### src/hw/rtl/g2e_delay.sv
// Enabled shift line that delays a word through D register stages.
module g2e_delay #(
    parameter int W = 64,
    parameter int D = 4
) (
    input  logic         clk,
    input  logic         en,
    input  logic [W-1:0] d,
    output logic [W-1:0] q
);

    logic [W-1:0] tap_reg [0:D-1];

    always_ff @(posedge clk)
    begin
        if (en)
        begin
            tap_reg[0] <= d;
            for (int i = 1; i < D; i++)
            begin
                tap_reg[i] <= tap_reg[i-1];
            end
        end
    end

    assign q = tap_reg[D-1];

endmodule

### config.mk
export PLATFORM = sky130hd
export DESIGN_NAME = g2e_delay
export DESIGN_NICKNAME = d
export VERILOG_FILES = /design/src/hw/rtl/g2e_delay.sv
export SDC_FILE = /design/constraint.sdc
export NUM_CORES = 1
export LEC_CHECK = 0
export BUFFER_PORTS_ARGS = -buffer_cell sky130_fd_sc_hd__buf_4
export CAP_MARGIN = 0
export CORE_AREA = 2 2 127 129
export CTS_CLUSTER_DIAMETER = 100
export DETAILED_ROUTE_END_ITERATION = 16
export DIE_AREA = 0 0 129 131
export PLACE_DENSITY = 0.71
export REMOVE_ABC_BUFFERS = 1
export SETUP_SLACK_MARGIN = 0.3
export SLEW_MARGIN = 20
export SYNTH_ARGS = -nofsm -noshare
export SYNTH_HDL_FRONTEND = slang
export SYNTH_SLANG_ARGS = --single-unit
### constraint.sdc
create_clock -name clk -period 0.8 [get_ports clk]
set_input_delay 0.08 -clock clk [delete_from_list [all_inputs] [get_ports clk]]
set_output_delay 0.08 -clock clk [all_outputs]
set_load 0.01 [all_outputs]
==> metrics.log <==
INFO  metric finalSetupViolCount = 64
INFO  metric multi_input_comb_cells = 0
INFO  metric worst-r2r-setup-slack = 0.11 ns
INFO  metric critical_path.max_fanout = 1
INFO  metric die_area = 16900 um^2
INFO  metric instances_no_fill = 729
INFO  metric crit_path_cell_trace = buf_6
INFO  metric multi_input_area = 0 um^2
INFO  metric grt_max_degree = 36
INFO  metric wl = 11600 um
INFO  metric cts_inserted_buffers = 25
INFO  metric io_buffer_count = 129
INFO  metric timing.hold.worst.class = in2reg
INFO  metric drive_gt1_frac = 0.359
INFO  metric gp_congestion = 0.652
INFO  metric most_frequent_cells_in_the_layout = edfxtp_1 (256), buf_4 (79), buf_6 (61)
INFO  metric postSynthCellCount = 256
INFO  metric worst_clock_skew = 0.0180 ns
INFO  metric synth_simple_gate_area_share = 0
INFO  metric final_max_slew_viol_count = 0
INFO  metric global_route.overflow_total = 0
INFO  metric rsz0062_at_grt = true
INFO  metric power = 29.4 mW
INFO  metric timing.hold.worst_path_depth = 1
INFO  metric post_dp_cell_area = 9140 um^2
INFO  metric yosys_warnings = 0
INFO  metric worst_slew_pin_slew = 0.251 ns
INFO  metric r2r-end = tap_reg[2][26]$_DFFE_PP_
INFO  metric critical_path_class = reg2out
INFO  metric leakage_power = 4.05 nW
INFO  metric synthesis.area = 7690 um^2
INFO  metric routed-via-count = 3223
INFO  metric core_area = 15600 um^2
INFO  metric final.setup.tns = -19.30 ns
INFO  metric synthAdderAreaFrac = 0
INFO  metric drc = 0
INFO  metric timing.critical_path.slowest_cell_delay = 0.42 ns
INFO  metric max-vdd-ir-drop = 2.01 mV
INFO  metric complex_gate_fraction_of_the_synthesized_area = 0
INFO  metric max_freq = 867 MHz
INFO  metric hp-start = en
INFO  metric timing.critical_path.to_type = output pin
INFO  metric chipWidth = 129 um
INFO  metric first_pass_grt_wire_length = 17100 um
INFO  metric setup.worst_path.end = q[58]
INFO  metric number_of_rows_in_the_core_area = 46
INFO  metric timing_hold_violations_final = 9
INFO  metric initial_core_util = 0.493
INFO  metric synthDistinctLibCells = 1
INFO  metric route.detailed.vias_per_inst = 4.42
INFO  metric worst_path_dominant_cell_family = flip-flops
INFO  metric overall_global_routing_usage = 0.135
INFO  metric tritoncts_num_sinks = 256
INFO  metric timing.final.crit_period = 1.15 ns
INFO  metric cts_hold_buffers = 64
INFO  metric placement.setup.worst_slack = -0.102 ns
INFO  metric cts_tree = yes
INFO  metric finalInstanceArea = 10900 um^2
INFO  metric io_pins = 130
INFO  metric worstPathArrival = 1.07 ns
INFO  metric area_growth_syn_to_layout = 41.6%
INFO  metric fin_crit_sh = 1.44
INFO  metric drt_iter0_markers = 207
INFO  metric ant_nets = 0
INFO  metric nFillCells = 931
INFO  metric dp_hpwl = 6540 um
INFO  metric slew-limit-headroom = 0.833
INFO  metric startpoint = tap_reg[3][58]$_DFFE_PP_
INFO  metric largest_register_ff_count = 256
INFO  metric post_synth_xor_area_fraction = 0
INFO  metric ctsRootBufferMaster = clkbuf_16
INFO  metric critical_path_buf_inv_count = 1
INFO  metric die_height = 131 um
INFO  metric r2r.worst_path.cells = 0
INFO  metric num_antenna_cells = 0
INFO  metric ys_ff_latch = 256
INFO  metric result_of_the_run = finished, violations left
INFO  metric h-tree-depth = 1
INFO  metric postSynthAreaPerCell = 30.0 um^2
INFO  metric critPathLaunchType = register
INFO  metric worst_skew_pair.late_latency = 0.51 ns
INFO  metric initial_antenna_violation_count = 0
INFO  metric maxCapViolCount = 0
INFO  metric origin_of_the_critical_flop_to_flop_path = tap_reg[1][26]$_DFFE_PP_
INFO  metric place.detailed.instances = 619
INFO  metric pwr_cell_area = 2700 nW/um^2
INFO  metric slowest_stage = edfxtp_1
INFO  metric drt-pass1-iter-count = 4
INFO  metric failed_checks = negative hold slack, negative setup slack
INFO  metric required = 0.72 ns
INFO  metric final.setup.worst_slack = -0.354 ns
INFO  metric clk_path_buf_depth = 3
INFO  metric commonest_non_fill_non_tap_cell_in_the_layout = edfxtp_1
INFO  metric yosysSeqAreaShare = 1.00
INFO  metric share_of_synthesized_area_spent_on_multiplexers = 0
INFO  metric wl_per_cell = 15.9 um
INFO  metric worst_setup_hold_path_clk_slew = 0.06 ns
INFO  metric grt_pass1_vias = 3385
INFO  metric critical_path_depth = 1
INFO  metric fin_nets = 560
INFO  metric fin_hold_ws = -0.0761 ns
[through the flow]
step           hold WS [ns]   util
6_report            -0.0761  0.698
3_5_place_dp          0.259  0.586
3_3_place_gp          0.258  0.586
2_1_floorplan         0.179      -
5_1_grt             -0.0885  0.698
4_1_cts             -0.0835  0.691
[per-layer routing]
metal  wire (um)  share of wire  track usage
met1        4780           0.41        0.170
met2        5930           0.51        0.233
met4         242          0.021       0.0390
met5           0              0            0
met3         646          0.056       0.0358
[synth_stat cells, drive strengths merged]
cell    instances  area, um^2
edfxtp        256        7690
[logic make-up (layout without fill, tap and decap cells)]
kind of cell,Yosys count,after routing
DFF,256,256
buffers and inverters,0,257
[area by class of cell]
class                 instances  area (um^2)  share of cell area
sequential                  256         7690               0.706
clock inverter               14          203              0.0186
timing repair buffer        211         2070               0.190
clock buffer                 32          652              0.0599
tap                         216          270              0.0248
[power by group]
part | internal (mW) | switching (mW)
registers | 15.8 | 0.273
clock network | 7.39 | 4.54
logic | 0.815 | 0.539
[worst min path at each step]
stage,end
finish,tap_reg[0][55]$_DFFE_PP_
global route,tap_reg[0][55]$_DFFE_PP_
CTS,tap_reg[0][55]$_DFFE_PP_
detailed placement,tap_reg[0][18]$_DFFE_PP_
global placement,tap_reg[0][18]$_DFFE_PP_
floorplan,tap_reg[0][0]$_DFFE_PP_
[timing repair]
| action | CTS | global route |
|---|---|---|
| setup buffers | 0 | 0 |
| pin swaps | 0 | 0 |
| hold endpoints to repair | 67 | 9 |
| resized for setup | 39 | 28 |
| setup endpoints to repair | 256 | 263 |
Power figures use the tool's default switching activity.
